[config.mk]
export PLATFORM = sky130hd
export DESIGN_NAME = fsf_mul
export DESIGN_NICKNAME = d
export VERILOG_FILES = /design/src/fsf_pkg.sv /design/src/fsf_mul.sv
export SDC_FILE = /design/constraint.sdc
export NUM_CORES = 1
export LEC_CHECK = 0
export CAP_MARGIN = 30
export CELL_PAD_IN_SITES_DETAIL_PLACEMENT = 0
export CELL_PAD_IN_SITES_GLOBAL_PLACEMENT = 1
export CORE_MARGIN = 2
export CORE_UTILIZATION = 45
export DETAILED_ROUTE_END_ITERATION = 7
export DONT_BUFFER_PORTS = 1
export PLACE_DENSITY = 0.76
export SETUP_SLACK_MARGIN = 0.2
export SLEW_MARGIN = 20
export SYNTH_ARGS = -nofsm -noshare
export SYNTH_HDL_FRONTEND = slang
export SYNTH_SLANG_ARGS = --single-unit
[constraint.sdc]
create_clock -name clock -period 7.65 [get_ports clock]
set_clock_uncertainty 0.05 [all_clocks]
set_input_delay 0 -clock clock [delete_from_list [all_inputs] [get_ports clock]]
set_output_delay 0 -clock clock [all_outputs]
set_load 0.02 [all_outputs]
[src/fsf_pkg.sv]
package fsf_pkg;

   // Field widths.
   localparam int CRD_W     = 12;
   localparam int SGN_W     = CRD_W + 2;
   localparam int COLOR_W   = 16;
   localparam int MODE_W    = 3;
   localparam int CFG_W     = 9;
   localparam int CSR_IDX_W = 1;
   localparam int MUL_W     = 2 * CRD_W;
   localparam int PROD_W    = 2 * MUL_W;

   // Command codes.
   localparam logic [MODE_W-1:0] MODE_CLEAR   = 3'd0;
   localparam logic [MODE_W-1:0] MODE_PIXEL   = 3'd1;
   localparam logic [MODE_W-1:0] MODE_CIRCLE  = 3'd2;
   localparam logic [MODE_W-1:0] MODE_ELLIPSE = 3'd3;
   localparam logic [MODE_W-1:0] MODE_READ    = 3'd4;

   // Register indexes and reset values.
   localparam logic [CSR_IDX_W-1:0] CSR_SCREEN_WIDTH  = 1'b0;
   localparam logic [CSR_IDX_W-1:0] CSR_SCREEN_HEIGHT = 1'b1;
   localparam logic [CFG_W-1:0]     CFG_RESET         = 9'd240;

   typedef struct packed {
      logic [MODE_W-1:0]  mode;
      logic [CRD_W-1:0]   pos_x;
      logic [CRD_W-1:0]   pos_y;
      logic [CRD_W-1:0]   radius_x;
      logic [CRD_W-1:0]   radius_y;
      logic [COLOR_W-1:0] fill_color;
   } req_type;

   typedef struct packed {
      logic [MODE_W-1:0]  done_mode;
      logic [COLOR_W-1:0] read_color;
   } rsp_type;

   // Active screen size, already limited to the store size.
   typedef struct packed {
      logic [CRD_W-1:0] w;
      logic [CRD_W-1:0] h;
   } geom_type;

   // Store port control.
   typedef struct packed {
      logic               we;
      logic               re;
      logic [COLOR_W-1:0] wdata;
   } mem_ctl_type;

   // Sequencer status toward the top level.
   typedef struct packed {
      logic ready;
      logic done;
   } seq_stat_type;

   typedef enum logic [4:0] {
      ST_INIT,
      ST_IDLE,
      ST_CLR_MUL,
      ST_CLR_RUN,
      ST_PIX_MUL,
      ST_PIX_GO,
      ST_RD_WAIT,
      ST_SH_BOX,
      ST_SH_RY,
      ST_SH_LIM,
      ST_SH_KEY,
      ST_ROW_BASE,
      ST_ROW_DY,
      ST_ROW_KY,
      ST_ROW_TERM,
      ST_PX_DX,
      ST_PX_KX,
      ST_PX_TEST,
      ST_DONE
   } state_type;

   // Distance between two coordinates.
   function automatic logic [CRD_W-1:0] abs_diff(input logic [CRD_W-1:0] a,
                                                 input logic [CRD_W-1:0] b);
      return (a >= b) ? (a - b) : (b - a);
   endfunction

endpackage

[src/fsf_mul.sv]
// Shared unsigned multiplier with a registered product.
module fsf_mul (
   input  logic                       clock,
   input  logic [fsf_pkg::MUL_W-1:0]  op_a,
   input  logic [fsf_pkg::MUL_W-1:0]  op_b,
   output logic [fsf_pkg::PROD_W-1:0] prod
);

   logic [fsf_pkg::PROD_W-1:0] prod_ff;

   // The product is registered, ready in the cycle after the operands.
   always_ff @(posedge clock) begin
      prod_ff <= fsf_pkg::PROD_W'(op_a) * fsf_pkg::PROD_W'(op_b);
   end

   assign prod = prod_ff;

endmodule

==> results_dict.tcl, run 1 <==
set metrics [dict create \
    status "completed" \
    layout.nets 2852 \
    ys_types 51 \
    chipWidth_um 215 \
    synth-async-reset-ratio_pct 0 \
    max_freq_ghz 0.160 \
    io_buffers 0 \
    synth-edff-count 0 \
    clockRootBuffer "clkbuf_16" \
    timing.final.crit_share_pct 81.9 \
    via_per_inst 5.12 \
    yosys_register_bits 48 \
    critPathCaptureType "flop" \
    seq_area_frac_synth_pct 4.79 \
    area_delta_synth_final_pct 2.99 \
    gp_congestion 0.861 \
    rsz0062_at_grt "no" \
    antenna_found_initial 0 \
    drive_gt1_share_pct 1.07 \
    drcViolationCount 0 \
    critPathMaxFanout 24 \
    routed_wl_um 51900 \
    ios 97 \
    postCtsSetupBuffers 0 \
    grt_pass1_wl_um 87000 \
    tns_ps 0 \
    crit_type "primary input to flop" \
    grt_max_degree 25 \
    drtAntennaViolNets 0 \
    dieArea_um2 46300 \
    synth_ff_type "dfxtp_1" \
    htree_levels 2 \
    finalSetupViolations 0 \
    synthCells 2238 \
    cts_tree "yes" \
    fp-row-count 77 \
    die_h_um 215 \
    relSlewSlack_pct 51.7 \
    synth_area_um2 20100 \
    maxCapViolCount 0 \
    tightest_slew_ps 723 \
    multiInputGateArea_um2 16600 \
    final_core_util_pct 46.8 \
    cts.clk_slew.worst_paths_ps 80 \
    hold_start "op_b[2]" \
    gr-total-overflow 0 \
    first_iter_violations 849 \
    drtPass1Iterations 5 \
    startpoint "op_b[0]" \
    largest_reg_flops 48 \
    wl_per_cell_um 19.0 \
    clock_sinks 48 \
    seq_area_um2 961 \
    diodes 0 \
    nFillCells 4343 \
    synth_nets 2943 \
    coreArea_um2 44100 \
    slew_violations 0 \
    grt_pass1_vias 15500 \
    cts_buffers 5 \
    hold_violations 0 \
    period_minus_slack_ps 6270 \
    start_kind "primary input" \
    clockBufferDepth 2 \
    yosys_warnings 0 \
    holdWs_ps 54.0 \
    cp.required_ps 7840 \
    grt.total_usage_pct 24.2 \
    avgSynthCellArea_um2 8.96 \
    arrival_ps 6460 \
    hp-class "primary input to flop" \
    initial_core_util_pct 45.5 \
    hpwl_um 42600 \
    vias 14000 \
]
path summary, 6_finish.rpt:
check             cells after the start        to
setup / recovery                     23  prod[43]
hold / removal                        3   prod[2]
layout make-up:
type | count | area share, %
inverter | 559 | 10.2
multi-input combinational | 1526 | 80.3
clock buffer | 5 | 0.606
tap | 592 | 3.59
timing repair buffer | 7 | 0.327
sequential | 48 | 4.65
clock inverter | 3 | 0.333
repair_timing:
| action | in CTS | in global routing |
|---|---|---|
| endpoints found under the setup margin | 0 | 0 |
| endpoints found under the hold margin | 3 | 0 |
| hold buffers | 6 | 0 |
| gates resized for setup | 0 | 0 |
synthesized netlist by cell type (all sizes together), types with 5 or more instances:
cell / n / area share, %
inv: 559 / 10
fa: 482 / 48
nand2: 307 / 5.7
and2: 304 / 9.5
ha: 174 / 11
clkbuf: 98 / 1.8
a21oi: 49 / 1.2
dfxtp: 48 / 4.8
xnor2: 30 / 1.3
nor2: 22 / 0.42
o21ai: 20 / 0.52
a21o: 16 / 0.60
nand3: 14 / 0.35
nand4: 13 / 0.41
xor2: 13 / 0.57
nor3: 10 / 0.25
a211oi: 8 / 0.32
o21bai: 8 / 0.30
buf: 7 / 0.17
a31oi: 5 / 0.16
o21a: 5 / 0.19
or3: 5 / 0.16
critical path, stage by stage:
cell,delay (ps)
and2_1,160
fa_1,510
fa_1,560
inv_1,70
fa_1,560
inv_1,60
fa_1,540
inv_1,70
fa_1,540
inv_1,50
fa_1,480
inv_1,50
fa_1,480
inv_1,40
ha_1,370
nand2_1,100
nor2_1,140
nand3_1,200
a31oi_1,260
o21ai_0,210
a21oi_1,510
o21ai_0,220
xnor2_1,240
cell usage in the layout, fill, tap and decap left out, types with 2 or more instances in the layout:
cell,synthesis,layout
o21ai_0,15,15
nor3_1,10,10
nor4_1,3,3
o21a_1,5,5
o21ai_1,4,4
a211oi_1,7,7
nand4_1,13,13
and2_1,304,304
a21o_1,16,16
bufinv_16,0,2
xor2_1,13,13
clkbuf_16,0,5
a31oi_1,5,5
xnor2_1,30,30
and3_1,4,4
o22ai_1,2,2
nor2b_1,4,4
dfxtp_1,48,48
o21bai_1,8,8
or3_1,5,5
nand2b_1,3,3
nand3_1,14,14
or2_2,2,2
ha_1,174,174
inv_1,559,559
nor2_1,21,21
dlygate4sd3_1,0,6
a21oi_1,48,48
nand2_1,307,307
o31ai_1,2,2
a211o_1,4,4
fa_1,482,482
o211ai_1,2,2
per-stage QoR:
step | instance area [µm²] | setup slack [ps] | instances
detailed placement | 20400 | 1060 | 2726
global route | 20700 | 1060 | 2740
global placement | 20400 | 1080 | 2726
finish | 20700 | 1380 | 2740
floorplan | 20100 | 1590 | 2238
CTS | 20700 | 1340 | 2740
layer usage:
layer | vias to the layer above | wire (µm) | global-route usage [%]
met1 | 7260 | 24100 | 35.4
met5 | - | 0 | 0
met2 | 417 | 23000 | 36.6
met4 | 0 | 614 | 4.41
li1 | 6307 | - | -
met3 | 37 | 4230 | 6.41
cells by family (layout without fill, tap and decap cells):
logic type | Yosys count | in the layout | share of synthesized area [%]
buf+inv | 664 | 574 | 12.5
simple gates | 696 | 696 | 17.6
xor+xnor | 43 | 43 | 1.88
flops | 48 | 48 | 4.79
fa+ha+maj | 656 | 656 | 59.0
compound gates | 131 | 131 | 4.32
Power of run 1 is not shown: default switching activity piles up to over one toggle a cycle in this logic, so the estimate is an artifact.
==> inputs of run 2 (changes only) <==
- clock period: 7.65 -> 6.42 ns (I/O delays scaled with it)
==> run 2 against run 1 <==
  * Sequential share of layout area barely moved
  * First-iteration DRC count rose by 3.8%
  * Cell area rose by 0.99%
  * Cell count rose by 0.91%
  * Global-route usage fell by 0.12 points
  * Largest cell class unchanged
==> results_dict.tcl, run 2 (synthesis results as in run 1) <==
set metrics [dict create \
    via_per_inst 5.11 \
    timing.final.crit_share_pct 92.4 \
    die_h_um 215 \
    multiInputGateArea_um2 16600 \
    grt.total_usage_pct 24.1 \
    crit_chain "and2_1 > fa_1 > inv_1 > fa_1 > inv_1 > fa_1 > fa_1 > fa_1 > fa_1 > inv_1 > fa_1 > inv_1 > ha_1 > nand2_1 > o21ai_1 > nor3_1 > buf_4 > a2111oi_4 > buf_4 > nor2_2 > o41a_1 > o21ai_1 > and3_1" \
    place_area_um2 20600 \
    start_kind "primary input" \
    slowest_stage "fa_1" \
    io_buffers 0 \
    maxCapViolCount 0 \
    fp-row-count 77 \
    ios 97 \
    seq_area_um2 961 \
    hp-class "primary input to flop" \
    cpPeakStageDelay_ps 630 \
    startpoint "op_a[9]" \
    fin_area_um2 20900 \
    layout.cells.most_common_list "559 x inv_1, 482 x fa_1, 307 x nand2_1" \
    nFillCells 4381 \
    postCtsSetupBuffers 0 \
    cp.required_ps 6650 \
    critPathTopFamily "adder cells" \
    grt_pass1_wl_um 86400 \
    period_minus_slack_ps 5930 \
    layout.nets 2876 \
    final_common_cell "inv_1" \
    drtAntennaViolNets 0 \
    clockRootBuffer "clkbuf_16" \
    initial_core_util_pct 45.5 \
    crit_path_frequent_cell "fa_1" \
    chipWidth_um 215 \
    area_delta_synth_final_pct 4.01 \
    cts.clk_slew.worst_paths_ps 70 \
    finalSetupViolations 0 \
    hold_violations 0 \
    cts_tree "yes" \
    tns_ps 0 \
    grt_max_degree 25 \
    holdWs_ps 57.6 \
    clockBufferDepth 2 \
    grt_pass1_vias 15300 \
    htree_levels 2 \
    slew_violations 0 \
    hold_start "op_b[2]" \
    clock_sinks 48 \
    arrival_ps 6160 \
    crit_buf_inv 6 \
    critPathMaxFanout 24 \
    gp_congestion 0.893 \
    cts_buffers 5 \
    critPathCaptureType "flop" \
    relSlewSlack_pct 68.0 \
    coreArea_um2 44100 \
    whs_path_depth 3 \
    status "completed" \
    wl_per_cell_um 18.7 \
    max_freq_ghz 0.169 \
    rsz0062_at_grt "no" \
    vias 14100 \
    dp.cells 2750 \
    tightest_slew_ps 476 \
    drtPass1Iterations 5 \
    gr-total-overflow 0 \
    crit_type "primary input to flop" \
    antenna_found_initial 0 \
    drive_gt1_share_pct 2.35 \
    first_iter_violations 881 \
    dieArea_um2 46300 \
    min_to "prod[2]" \
    hpwl_um 42800 \
    largest_reg_flops 48 \
    routed_wl_um 51700 \
    drcViolationCount 0 \
    final_cells 2765 \
]
run 2: worst max-delay path by stage:
| stage | endpoint | slack (ps) | cells past startpoint |
|---|---|---|---|
| 2_1_floorplan | prod[44] | 360 | 25 |
| 3_3_place_gp | prod[43] | 80 | 23 |
| 3_5_place_dp | prod[43] | 80 | 23 |
| 4_1_cts | prod[47] | 410 | 22 |
| 5_1_grt | prod[44] | 200 | 25 |
| 6_report | prod[46] | 490 | 23 |
run 2: final cells by class:
class                      instances  share of cell area [%]
clock buffer                       6                   0.666
timing repair buffer              31                    1.19
tap                              592                    3.55
antenna                            1                  0.0120
inverter                         559                    10.1
clock inverter                     2                   0.186
multi-input combinational       1526                    79.7
sequential                        48                    4.61
run 2: timing repair:
item,4_1_cts,5_1_grt
endpoints found under the setup margin,0,7
hold endpoints to repair,3,0
gates resized for setup,0,7
hold buffers,6,0
run 2: metal layers:
| layer | vias to the layer above | GRT usage (%) | part of all wire [%] |
|---|---|---|---|
| met5 | - | 0 | 0 |
| met4 | 0 | 4.55 | 1.5 |
| met3 | 32 | 6.61 | 8.3 |
| met2 | 430 | 35.3 | 43 |
| met1 | 7310 | 36.0 | 47 |
| li1 | 6354 | - | - |
run 2: per-stage QoR:
stage | utilization, % | setup WS, ps
2_1_floorplan | - | 362
3_3_place_gp | 46.6 | 81.5
5_1_grt | 47.3 | 201
4_1_cts | 47.2 | 415
6_report | 47.3 | 491
3_5_place_dp | 46.6 | 82.0
Power of run 2 is left out for the same reason.
