--- src/fsf_pkg.sv ---
package fsf_pkg;

   // Field widths.
   localparam int CRD_W     = 12;
   localparam int SGN_W     = CRD_W + 2;
   localparam int COLOR_W   = 16;
   localparam int MODE_W    = 3;
   localparam int CFG_W     = 9;
   localparam int CSR_IDX_W = 1;
   localparam int MUL_W     = 2 * CRD_W;
   localparam int PROD_W    = 2 * MUL_W;

   // Command codes.
   localparam logic [MODE_W-1:0] MODE_CLEAR   = 3'd0;
   localparam logic [MODE_W-1:0] MODE_PIXEL   = 3'd1;
   localparam logic [MODE_W-1:0] MODE_CIRCLE  = 3'd2;
   localparam logic [MODE_W-1:0] MODE_ELLIPSE = 3'd3;
   localparam logic [MODE_W-1:0] MODE_READ    = 3'd4;

   // Register indexes and reset values.
   localparam logic [CSR_IDX_W-1:0] CSR_SCREEN_WIDTH  = 1'b0;
   localparam logic [CSR_IDX_W-1:0] CSR_SCREEN_HEIGHT = 1'b1;
   localparam logic [CFG_W-1:0]     CFG_RESET         = 9'd240;

   typedef struct packed {
      logic [MODE_W-1:0]  mode;
      logic [CRD_W-1:0]   pos_x;
      logic [CRD_W-1:0]   pos_y;
      logic [CRD_W-1:0]   radius_x;
      logic [CRD_W-1:0]   radius_y;
      logic [COLOR_W-1:0] fill_color;
   } req_type;

   typedef struct packed {
      logic [MODE_W-1:0]  done_mode;
      logic [COLOR_W-1:0] read_color;
   } rsp_type;

   // Active screen size, already limited to the store size.
   typedef struct packed {
      logic [CRD_W-1:0] w;
      logic [CRD_W-1:0] h;
   } geom_type;

   // Store port control.
   typedef struct packed {
      logic               we;
      logic               re;
      logic [COLOR_W-1:0] wdata;
   } mem_ctl_type;

   // Sequencer status toward the top level.
   typedef struct packed {
      logic ready;
      logic done;
   } seq_stat_type;

   typedef enum logic [4:0] {
      ST_INIT,
      ST_IDLE,
      ST_CLR_MUL,
      ST_CLR_RUN,
      ST_PIX_MUL,
      ST_PIX_GO,
      ST_RD_WAIT,
      ST_SH_BOX,
      ST_SH_RY,
      ST_SH_LIM,
      ST_SH_KEY,
      ST_ROW_BASE,
      ST_ROW_DY,
      ST_ROW_KY,
      ST_ROW_TERM,
      ST_PX_DX,
      ST_PX_KX,
      ST_PX_TEST,
      ST_DONE
   } state_type;

   // Distance between two coordinates.
   function automatic logic [CRD_W-1:0] abs_diff(input logic [CRD_W-1:0] a,
                                                 input logic [CRD_W-1:0] b);
      return (a >= b) ? (a - b) : (b - a);
   endfunction

endpackage

--- src/fsf_seq.sv ---
// Command sequencer: walks clear sweeps, pixel accesses and shape scans,
// driving the shared multiplier and the pixel store.
module fsf_seq #(
   parameter int DEPTH = 65536
) (
   input  logic                        clock,
   input  logic                        reset,
   input  logic                        req_valid,
   input  fsf_pkg::req_type            req_data,
   input  fsf_pkg::geom_type           geom,
   input  logic                        out_free,
   output fsf_pkg::seq_stat_type       stat,
   output fsf_pkg::rsp_type            result,
   output logic [fsf_pkg::MUL_W-1:0]   op_a,
   output logic [fsf_pkg::MUL_W-1:0]   op_b,
   input  logic [fsf_pkg::PROD_W-1:0]  prod,
   output logic [$clog2(DEPTH)-1:0]    mem_addr,
   output fsf_pkg::mem_ctl_type        mem_ctl,
   input  logic [fsf_pkg::COLOR_W-1:0] mem_rdata
);

   localparam int AD_W  = $clog2(DEPTH);
   localparam int CNT_W = AD_W + 1;
   localparam int CW    = fsf_pkg::CRD_W;
   localparam int SW    = fsf_pkg::SGN_W;
   localparam int MW    = fsf_pkg::MUL_W;
   localparam int PW    = fsf_pkg::PROD_W;

   fsf_pkg::state_type          state_ff, state_in;
   fsf_pkg::req_type            cmd_ff, cmd_in;
   logic [CNT_W-1:0]            cnt_ff, cnt_in;
   logic [CW-1:0]               x_ff, x_in, y_ff, y_in;
   logic [CW-1:0]               x0_ff, x0_in, x1_ff, x1_in, y1_ff, y1_in;
   logic [MW-1:0]               rxs_ff, rxs_in, kx_ff, kx_in, ky_ff, ky_in;
   logic [PW-1:0]               lim_ff, lim_in, rowterm_ff, rowterm_in;
   logic [AD_W-1:0]             base_ff, base_in;
   logic [fsf_pkg::COLOR_W-1:0] rd_ff, rd_in;

   logic                        ellipse;
   logic [CW-1:0]               ry_eff;
   logic signed [SW-1:0]        lo_x, hi_x, lo_y, hi_y, wm1, hm1;
   logic signed [SW-1:0]        x0s, x1s, y0s, y1s;
   logic                        box_empty;
   logic                        hit;

   assign ellipse = (cmd_ff.mode == fsf_pkg::MODE_ELLIPSE);
   assign ry_eff  = ellipse ? cmd_ff.radius_y : cmd_ff.radius_x;

   // Bounding box clipped to the screen, in signed coordinates.
   always_comb begin
      lo_x = SW'(cmd_ff.pos_x) - SW'(cmd_ff.radius_x);
      hi_x = SW'(cmd_ff.pos_x) + SW'(cmd_ff.radius_x);
      lo_y = SW'(cmd_ff.pos_y) - SW'(ry_eff);
      hi_y = SW'(cmd_ff.pos_y) + SW'(ry_eff);
      wm1  = SW'(geom.w) - SW'(1);
      hm1  = SW'(geom.h) - SW'(1);
      x0s  = (lo_x < 0) ? '0 : lo_x;
      y0s  = (lo_y < 0) ? '0 : lo_y;
      x1s  = (hi_x > wm1) ? wm1 : hi_x;
      y1s  = (hi_y > hm1) ? hm1 : hi_y;
      box_empty = (x0s > x1s) || (y0s > y1s);
   end

   // Inside test for the current pixel.
   assign hit = ({1'b0, prod} + {1'b0, rowterm_ff}) <= {1'b0, lim_ff};

   // State and datapath registers.
   always_ff @(posedge clock) begin
      if (reset) begin
         state_ff <= fsf_pkg::ST_INIT;
         cnt_ff   <= '0;
      end else begin
         state_ff <= state_in;
         cnt_ff   <= cnt_in;
      end
   end

   always_ff @(posedge clock) begin
      cmd_ff     <= cmd_in;
      x_ff       <= x_in;
      y_ff       <= y_in;
      x0_ff      <= x0_in;
      x1_ff      <= x1_in;
      y1_ff      <= y1_in;
      rxs_ff     <= rxs_in;
      kx_ff      <= kx_in;
      ky_ff      <= ky_in;
      lim_ff     <= lim_in;
      rowterm_ff <= rowterm_in;
      base_ff    <= base_in;
      rd_ff      <= rd_in;
   end

   // Next state, multiplier operands and store accesses.
   always_comb begin
      state_in   = state_ff;
      cmd_in     = cmd_ff;
      cnt_in     = cnt_ff;
      x_in       = x_ff;
      y_in       = y_ff;
      x0_in      = x0_ff;
      x1_in      = x1_ff;
      y1_in      = y1_ff;
      rxs_in     = rxs_ff;
      kx_in      = kx_ff;
      ky_in      = ky_ff;
      lim_in     = lim_ff;
      rowterm_in = rowterm_ff;
      base_in    = base_ff;
      rd_in      = rd_ff;
      op_a       = '0;
      op_b       = '0;
      mem_addr   = cnt_ff[AD_W-1:0];
      mem_ctl    = '{we: 1'b0, re: 1'b0, wdata: cmd_ff.fill_color};
      stat       = '{ready: 1'b0, done: 1'b0};

      unique case (state_ff)
         // Clearing pass after reset, one entry a cycle.
         fsf_pkg::ST_INIT: begin
            mem_ctl.we    = 1'b1;
            mem_ctl.wdata = '0;
            if (cnt_ff == CNT_W'(DEPTH - 1)) begin
               cnt_in   = '0;
               state_in = fsf_pkg::ST_IDLE;
            end else begin
               cnt_in = cnt_ff + CNT_W'(1);
            end
         end

         fsf_pkg::ST_IDLE: begin
            stat.ready = 1'b1;
            if (req_valid) begin
               cmd_in = req_data;
               rd_in  = '0;
               cnt_in = '0;
               unique case (req_data.mode)
                  fsf_pkg::MODE_CLEAR:   state_in = fsf_pkg::ST_CLR_MUL;
                  fsf_pkg::MODE_PIXEL:   state_in = fsf_pkg::ST_PIX_MUL;
                  fsf_pkg::MODE_READ:    state_in = fsf_pkg::ST_PIX_MUL;
                  fsf_pkg::MODE_CIRCLE:  state_in = fsf_pkg::ST_SH_BOX;
                  fsf_pkg::MODE_ELLIPSE: state_in = fsf_pkg::ST_SH_BOX;
                  default:               state_in = fsf_pkg::ST_DONE;
               endcase
            end
         end

         // Clear: the product holds the active pixel count.
         fsf_pkg::ST_CLR_MUL: begin
            op_a     = MW'(geom.w);
            op_b     = MW'(geom.h);
            state_in = fsf_pkg::ST_CLR_RUN;
         end

         fsf_pkg::ST_CLR_RUN: begin
            op_a = MW'(geom.w);
            op_b = MW'(geom.h);
            if (cnt_ff == prod[CNT_W-1:0]) begin
               state_in = fsf_pkg::ST_DONE;
            end else begin
               mem_ctl.we = 1'b1;
               cnt_in     = cnt_ff + CNT_W'(1);
            end
         end

         // Single pixel: row base from the multiplier, then the access.
         fsf_pkg::ST_PIX_MUL: begin
            op_a = MW'(cmd_ff.pos_y);
            op_b = MW'(geom.w);
            if ((cmd_ff.pos_x < geom.w) && (cmd_ff.pos_y < geom.h)) begin
               state_in = fsf_pkg::ST_PIX_GO;
            end else begin
               state_in = fsf_pkg::ST_DONE;
            end
         end

         fsf_pkg::ST_PIX_GO: begin
            mem_addr = prod[AD_W-1:0] + AD_W'(cmd_ff.pos_x);
            if (cmd_ff.mode == fsf_pkg::MODE_READ) begin
               mem_ctl.re = 1'b1;
               state_in   = fsf_pkg::ST_RD_WAIT;
            end else begin
               mem_ctl.we = 1'b1;
               state_in   = fsf_pkg::ST_DONE;
            end
         end

         fsf_pkg::ST_RD_WAIT: begin
            rd_in    = mem_rdata;
            state_in = fsf_pkg::ST_DONE;
         end

         // Shape setup: clip the box and form the squared radii.
         fsf_pkg::ST_SH_BOX: begin
            op_a  = MW'(cmd_ff.radius_x);
            op_b  = MW'(cmd_ff.radius_x);
            x0_in = x0s[CW-1:0];
            x1_in = x1s[CW-1:0];
            y_in  = y0s[CW-1:0];
            y1_in = y1s[CW-1:0];
            if (box_empty || (ellipse && ((cmd_ff.radius_x == '0) ||
                                          (cmd_ff.radius_y == '0)))) begin
               state_in = fsf_pkg::ST_DONE;
            end else begin
               state_in = fsf_pkg::ST_SH_RY;
            end
         end

         fsf_pkg::ST_SH_RY: begin
            op_a     = MW'(ry_eff);
            op_b     = MW'(ry_eff);
            rxs_in   = prod[MW-1:0];
            state_in = fsf_pkg::ST_SH_LIM;
         end

         fsf_pkg::ST_SH_LIM: begin
            op_a     = rxs_ff;
            op_b     = prod[MW-1:0];
            kx_in    = ellipse ? prod[MW-1:0] : MW'(1);
            state_in = fsf_pkg::ST_SH_KEY;
         end

         // A circle uses unit weights and the squared radius as limit.
         fsf_pkg::ST_SH_KEY: begin
            lim_in   = ellipse ? prod : PW'(rxs_ff);
            ky_in    = ellipse ? rxs_ff : MW'(1);
            state_in = fsf_pkg::ST_ROW_BASE;
         end

         // Per row: store base address and the weighted dy term.
         fsf_pkg::ST_ROW_BASE: begin
            op_a     = MW'(y_ff);
            op_b     = MW'(geom.w);
            state_in = fsf_pkg::ST_ROW_DY;
         end

         fsf_pkg::ST_ROW_DY: begin
            op_a     = MW'(fsf_pkg::abs_diff(y_ff, cmd_ff.pos_y));
            op_b     = MW'(fsf_pkg::abs_diff(y_ff, cmd_ff.pos_y));
            base_in  = prod[AD_W-1:0];
            state_in = fsf_pkg::ST_ROW_KY;
         end

         fsf_pkg::ST_ROW_KY: begin
            op_a     = prod[MW-1:0];
            op_b     = ky_ff;
            state_in = fsf_pkg::ST_ROW_TERM;
         end

         fsf_pkg::ST_ROW_TERM: begin
            rowterm_in = prod;
            x_in       = x0_ff;
            state_in   = fsf_pkg::ST_PX_DX;
         end

         // Per pixel: weighted dx term, then test and write.
         fsf_pkg::ST_PX_DX: begin
            op_a     = MW'(fsf_pkg::abs_diff(x_ff, cmd_ff.pos_x));
            op_b     = MW'(fsf_pkg::abs_diff(x_ff, cmd_ff.pos_x));
            state_in = fsf_pkg::ST_PX_KX;
         end

         fsf_pkg::ST_PX_KX: begin
            op_a     = prod[MW-1:0];
            op_b     = kx_ff;
            state_in = fsf_pkg::ST_PX_TEST;
         end

         fsf_pkg::ST_PX_TEST: begin
            mem_addr   = base_ff + AD_W'(x_ff);
            mem_ctl.we = hit;
            if (x_ff == x1_ff) begin
               if (y_ff == y1_ff) begin
                  state_in = fsf_pkg::ST_DONE;
               end else begin
                  y_in     = y_ff + CW'(1);
                  state_in = fsf_pkg::ST_ROW_BASE;
               end
            end else begin
               x_in     = x_ff + CW'(1);
               state_in = fsf_pkg::ST_PX_DX;
            end
         end

         // Hand the response over once the output register is free.
         fsf_pkg::ST_DONE: begin
            stat.done = 1'b1;
            if (out_free) begin
               state_in = fsf_pkg::ST_IDLE;
            end
         end

         default: begin
            state_in = fsf_pkg::ST_IDLE;
         end
      endcase
   end

   assign result = '{done_mode: cmd_ff.mode, read_color: rd_ff};

endmodule

--- config.mk ---
export PLATFORM = sky130hd
export DESIGN_NAME = fsf_seq
export DESIGN_NICKNAME = d
export VERILOG_FILES = /design/src/fsf_pkg.sv /design/src/fsf_seq.sv
export SDC_FILE = /design/constraint.sdc
export NUM_CORES = 1
export LEC_CHECK = 0
export BUFFER_PORTS_ARGS = -buffer_cell sky130_fd_sc_hd__buf_2
export CAP_MARGIN = 20
export CORE_ASPECT_RATIO = 0.75
export CORE_MARGIN = 5
export CORE_UTILIZATION = 37
export CTS_BUF_LIST = sky130_fd_sc_hd__clkbuf_16
export CTS_CLUSTER_DIAMETER = 50
export DETAILED_ROUTE_END_ITERATION = 16
export HOLD_SLACK_MARGIN = 0.06
export SYNTH_ARGS = -nofsm -noshare
export SYNTH_HDL_FRONTEND = slang
export SYNTH_SLANG_ARGS = --single-unit
--- constraint.sdc ---
create_clock -name clock -period 9.1 [get_ports clock]
set_input_delay 0.91 -clock clock [delete_from_list [all_inputs] [get_ports clock]]
set_output_delay 0.91 -clock clock [all_outputs]
set_load 0.02 [all_outputs]
==> run metrics <==
status finished clean; FF-to-FF Start result[18]$_DFFE_PP_; register area share after synthesis slightly below 40%; Multi-input gate area 0.01523 sq mm; Leakage about 0.013 uW; register area a little over 0.01 sq mm; Worst Slack Setup Final roughly 1.3 ns; DP Area between 0.02 and 0.03 sq mm; Post-Syn Instances ~2.7k; Top FF cell, synth edfxtp_1; ranking of synthesized cells by area edfxtp_1, ha_1, xnor2_1; Final min period about 7.8 ns; Syn. warnings 0; vias in the first global route about 21k; clk_skew 0.03367 ns; Net Sw Frac a little under two fifths; global placer's final weighted congestion ~0.96; Hold Crit Class in -> reg; Crit. Startpoint result[18]$_DFFE_PP_; CTS tree yes; CP startpoint kind flop; CTS Buf Count 52; Final HPWL DP 67150 um; Crit path largest cell delay 0.56 ns; buffer count from post-CTS setup fixing 0; P&R area growth vs syn 15.65%; Final nets roughly 3.4k; Net Sw Power ~2400 uW; CTS clk-pin slew, worst paths around 0.060 ns; num rows between 80 and 90; GRT Total Usage between 20% and 30%; clock power share approximately 33%; Register-to-Register Path Depth 30; DRT Pass-1 Iters 6; Worst-Skew Late Latency slightly above 0.6 ns; Synth area leader edfxtp_1; Critical Path End Type flop; total routed wirelength roughly 87000 um; IO Count between 200 and 300; initial antenna violation count 9; Final ANT Viol Nets 0; dpl ws roughly 1.5 ns; number of synthesized flops with an enable pin 327; #FFs+latches synth around 350; PortBufs about 260; RSZ-0062 raised after global routing no; grt total ovfl 0; # resized after CTS 0; Detailed Route Iter0 Violations 2055; layout cell share with drive strength beyond 1 15.26%; VDD IR max between 0.00015 and 0.0002 V; syn_area_per_cell between 9 and 10 sq um; htree depth 2; maximum clock rate approximately 0.13 GHz; critical path's slowest cell or4_1; combinational fraction of design power a little over a third; FILL cells 6953; via count roughly 22k; Max Cap Viol 0; Internal between 4000 and 5000 uW; starting density of the core a little under two fifths; Reg-to-Reg End state_ff[1]$_SDFFE_PP0P_; register share of total power between 30 and 40%; Longest Clk Path Bufs 3; Hold-fix buffers, CTS 0; Max Fanout on Critical Path 15; Final period util 85.26%; hold slack approximately 0.47 ns; Die ar. 0.07764 sq mm; largest net degree at the start of global routing 73; TNS Setup 0 ns; most frequent CP cell a21oi_1; Post-Syn Nets ~3.2k; Vias/cell approximately 5.5; Post-synth ARST share 0%; synthesized cell area 0.02668 sq mm; top-area cell type share of the netlist area a little under two fifths; post-synthesis cell type count 93; clock sink count ~350; Data arrival, critical path between 8 and 9 ns; Worst Setup EP state_ff[1]$_SDFFE_PP0P_; reg2reg setup slack between 1 and 1.5 ns; # setup viols final 0; Worst-Margin Slew between 1 and 1.5 ns; Die H 242.6 um; Crit path required time 9.58 ns; CTS root buffer clkbuf_16; Crit Path Class reg -> reg; Finished Cell Area 0.03086 sq mm; hold violation total from the final report 0; first-pass GRT wire length 130400 um; core area 0.07157 sq mm; drt drc 0; Max Slew Vio Count 0; die extent in x 320.1 um; wire per inst 21.83 um; Slew headroom about 27%; power per cell area between 200 and 250 mW/mm^2
## layout make-up
cell class	count	area share, %
Antenna cell	8	0.06488
Multi-Input combinational cell	2059	49.36
Tap cell	957	3.880
Inverter	222	2.701
Sequential cell	349	33.25
Clock inverter	43	1.500
Clock buffer	54	4.379
Timing Repair Buffer	287	4.866
## critical path, delay by kind of cell, from the launching register on
family          cells  cell delay, ns
compound gates     15            3.16
xor+xnor            1            0.28
fa+ha+maj           3            1.01
buf+inv             3            0.52
flops               1            0.49
mux                 2            0.53
simple gates        6            1.63
## kinds of logic (layout without fill, tap and decap cells)
logic type      count (synthesis)  in the layout  synth area share, %
flops                         349            349                38.45
mux                            98             98                3.920
buf+inv                       316            606                4.685
simple gates                  787            787                14.57
fa+ha+maj                     304            304                14.57
xor+xnor                      209            209                6.861
compound gates                661            661                16.95
other cells                     0              8                    0
## layer usage
| layer | part of all wire [%] | GRT usage [%] |
|---|---|---|
| met5 | 0.020 | 0 |
| met4 | 2.7 | 5.744 |
| met3 | 10 | 6.306 |
| met2 | 40 | 30.38 |
| met1 | 48 | 32.36 |
## flip-flops by register name, indices dropped and copies added, names as in the netlist
register,count
state_ff,5
result,3
base_ff,16
lim_ff,48
rd_ff,16
x_ff,12
cnt_ff,17
rxs_ff,24
x0_ff,12
y_ff,12
rowterm_ff,48
y1_ff,12
ky_ff,24
x1_ff,12
kx_ff,24
cmd_ff,64
## cell usage after synthesis (17+ instances only)
master      n
inv_1     222
and2_1    113
clkbuf_1   66
dfxtp_1    22
mux2_2     35
nor2_1    157
mux2i_1    46
nand3_1    65
nor2b_1    40
o211ai_1   17
mux2_1     17
a21oi_1   183
ha_1      293
nor4_1     22
nand2_1   208
xnor2_1   139
xor2_1     70
nand4_1    47
a22oi_1    67
o21a_1     22
a21o_1     62
a211oi_1   21
o21ai_0    96
edfxtp_1  327
nor3_1     63
## cells in the final DEF, fill, tap and decap left out, drive strengths merged, types with 12 or more instances in the layout
cell / instances
a211o: 12
a211oi: 25
a21o: 64
a21oi: 188
a22o: 16
a22oi: 67
a31oi: 14
and2: 114
and3: 13
buf: 287
clkbuf: 54
clkinv: 16
dfxtp: 22
edfxtp: 327
ha: 293
inv: 239
mux2: 52
mux2i: 46
nand2: 208
nand2b: 16
nand3: 65
nand4: 47
nor2: 157
nor2b: 40
nor3: 63
nor4: 23
o211ai: 18
o21a: 22
o21ai: 114
o21bai: 17
or3: 14
xnor2: 139
xor2: 70
## worst min path at each step
| stage | startpoint | to | slack (ns) | cells after the start |
|---|---|---|---|---|
| after floorplan | cnt_ff[16]$_SDFFE_PP0P_ | cnt_ff[16]$_SDFFE_PP0P_ | 0.49 | 2 |
| after global placement | x0_ff[7]$_DFFE_PN_ | x_ff[7]$_DFFE_PP_ | 0.51 | 2 |
| after detailed placement | x0_ff[7]$_DFFE_PN_ | x_ff[7]$_DFFE_PP_ | 0.52 | 2 |
| after CTS | req_data[35] | cmd_ff[35]$_DFFE_PP_ | 0.43 | 1 |
| after global routing | req_data[36] | cmd_ff[36]$_DFFE_PP_ | 0.44 | 1 |
| final | req_data[35] | cmd_ff[35]$_DFFE_PP_ | 0.47 | 1 |
## power by group through the flow
stage	Combinational, uW	Clock (uW)	Sequential [uW]
final	2340	2090	1990
after global routing	2560	2210	1990
after CTS	2300	2130	1980
after detailed placement	2280	0	2020
after global placement	2280	0	2020
after floorplan	1630	0	1980
## per-stage QoR
step,util (%),instances,total power [uW]
finish,43.11,3979,6414
CTS,43.06,3969,6418
global placement,40.53,3872,4298
floorplan,-,2724,3609
detailed placement,40.53,3872,4297
global route,43.09,3974,6770
(Power assumes the default switching activity.)
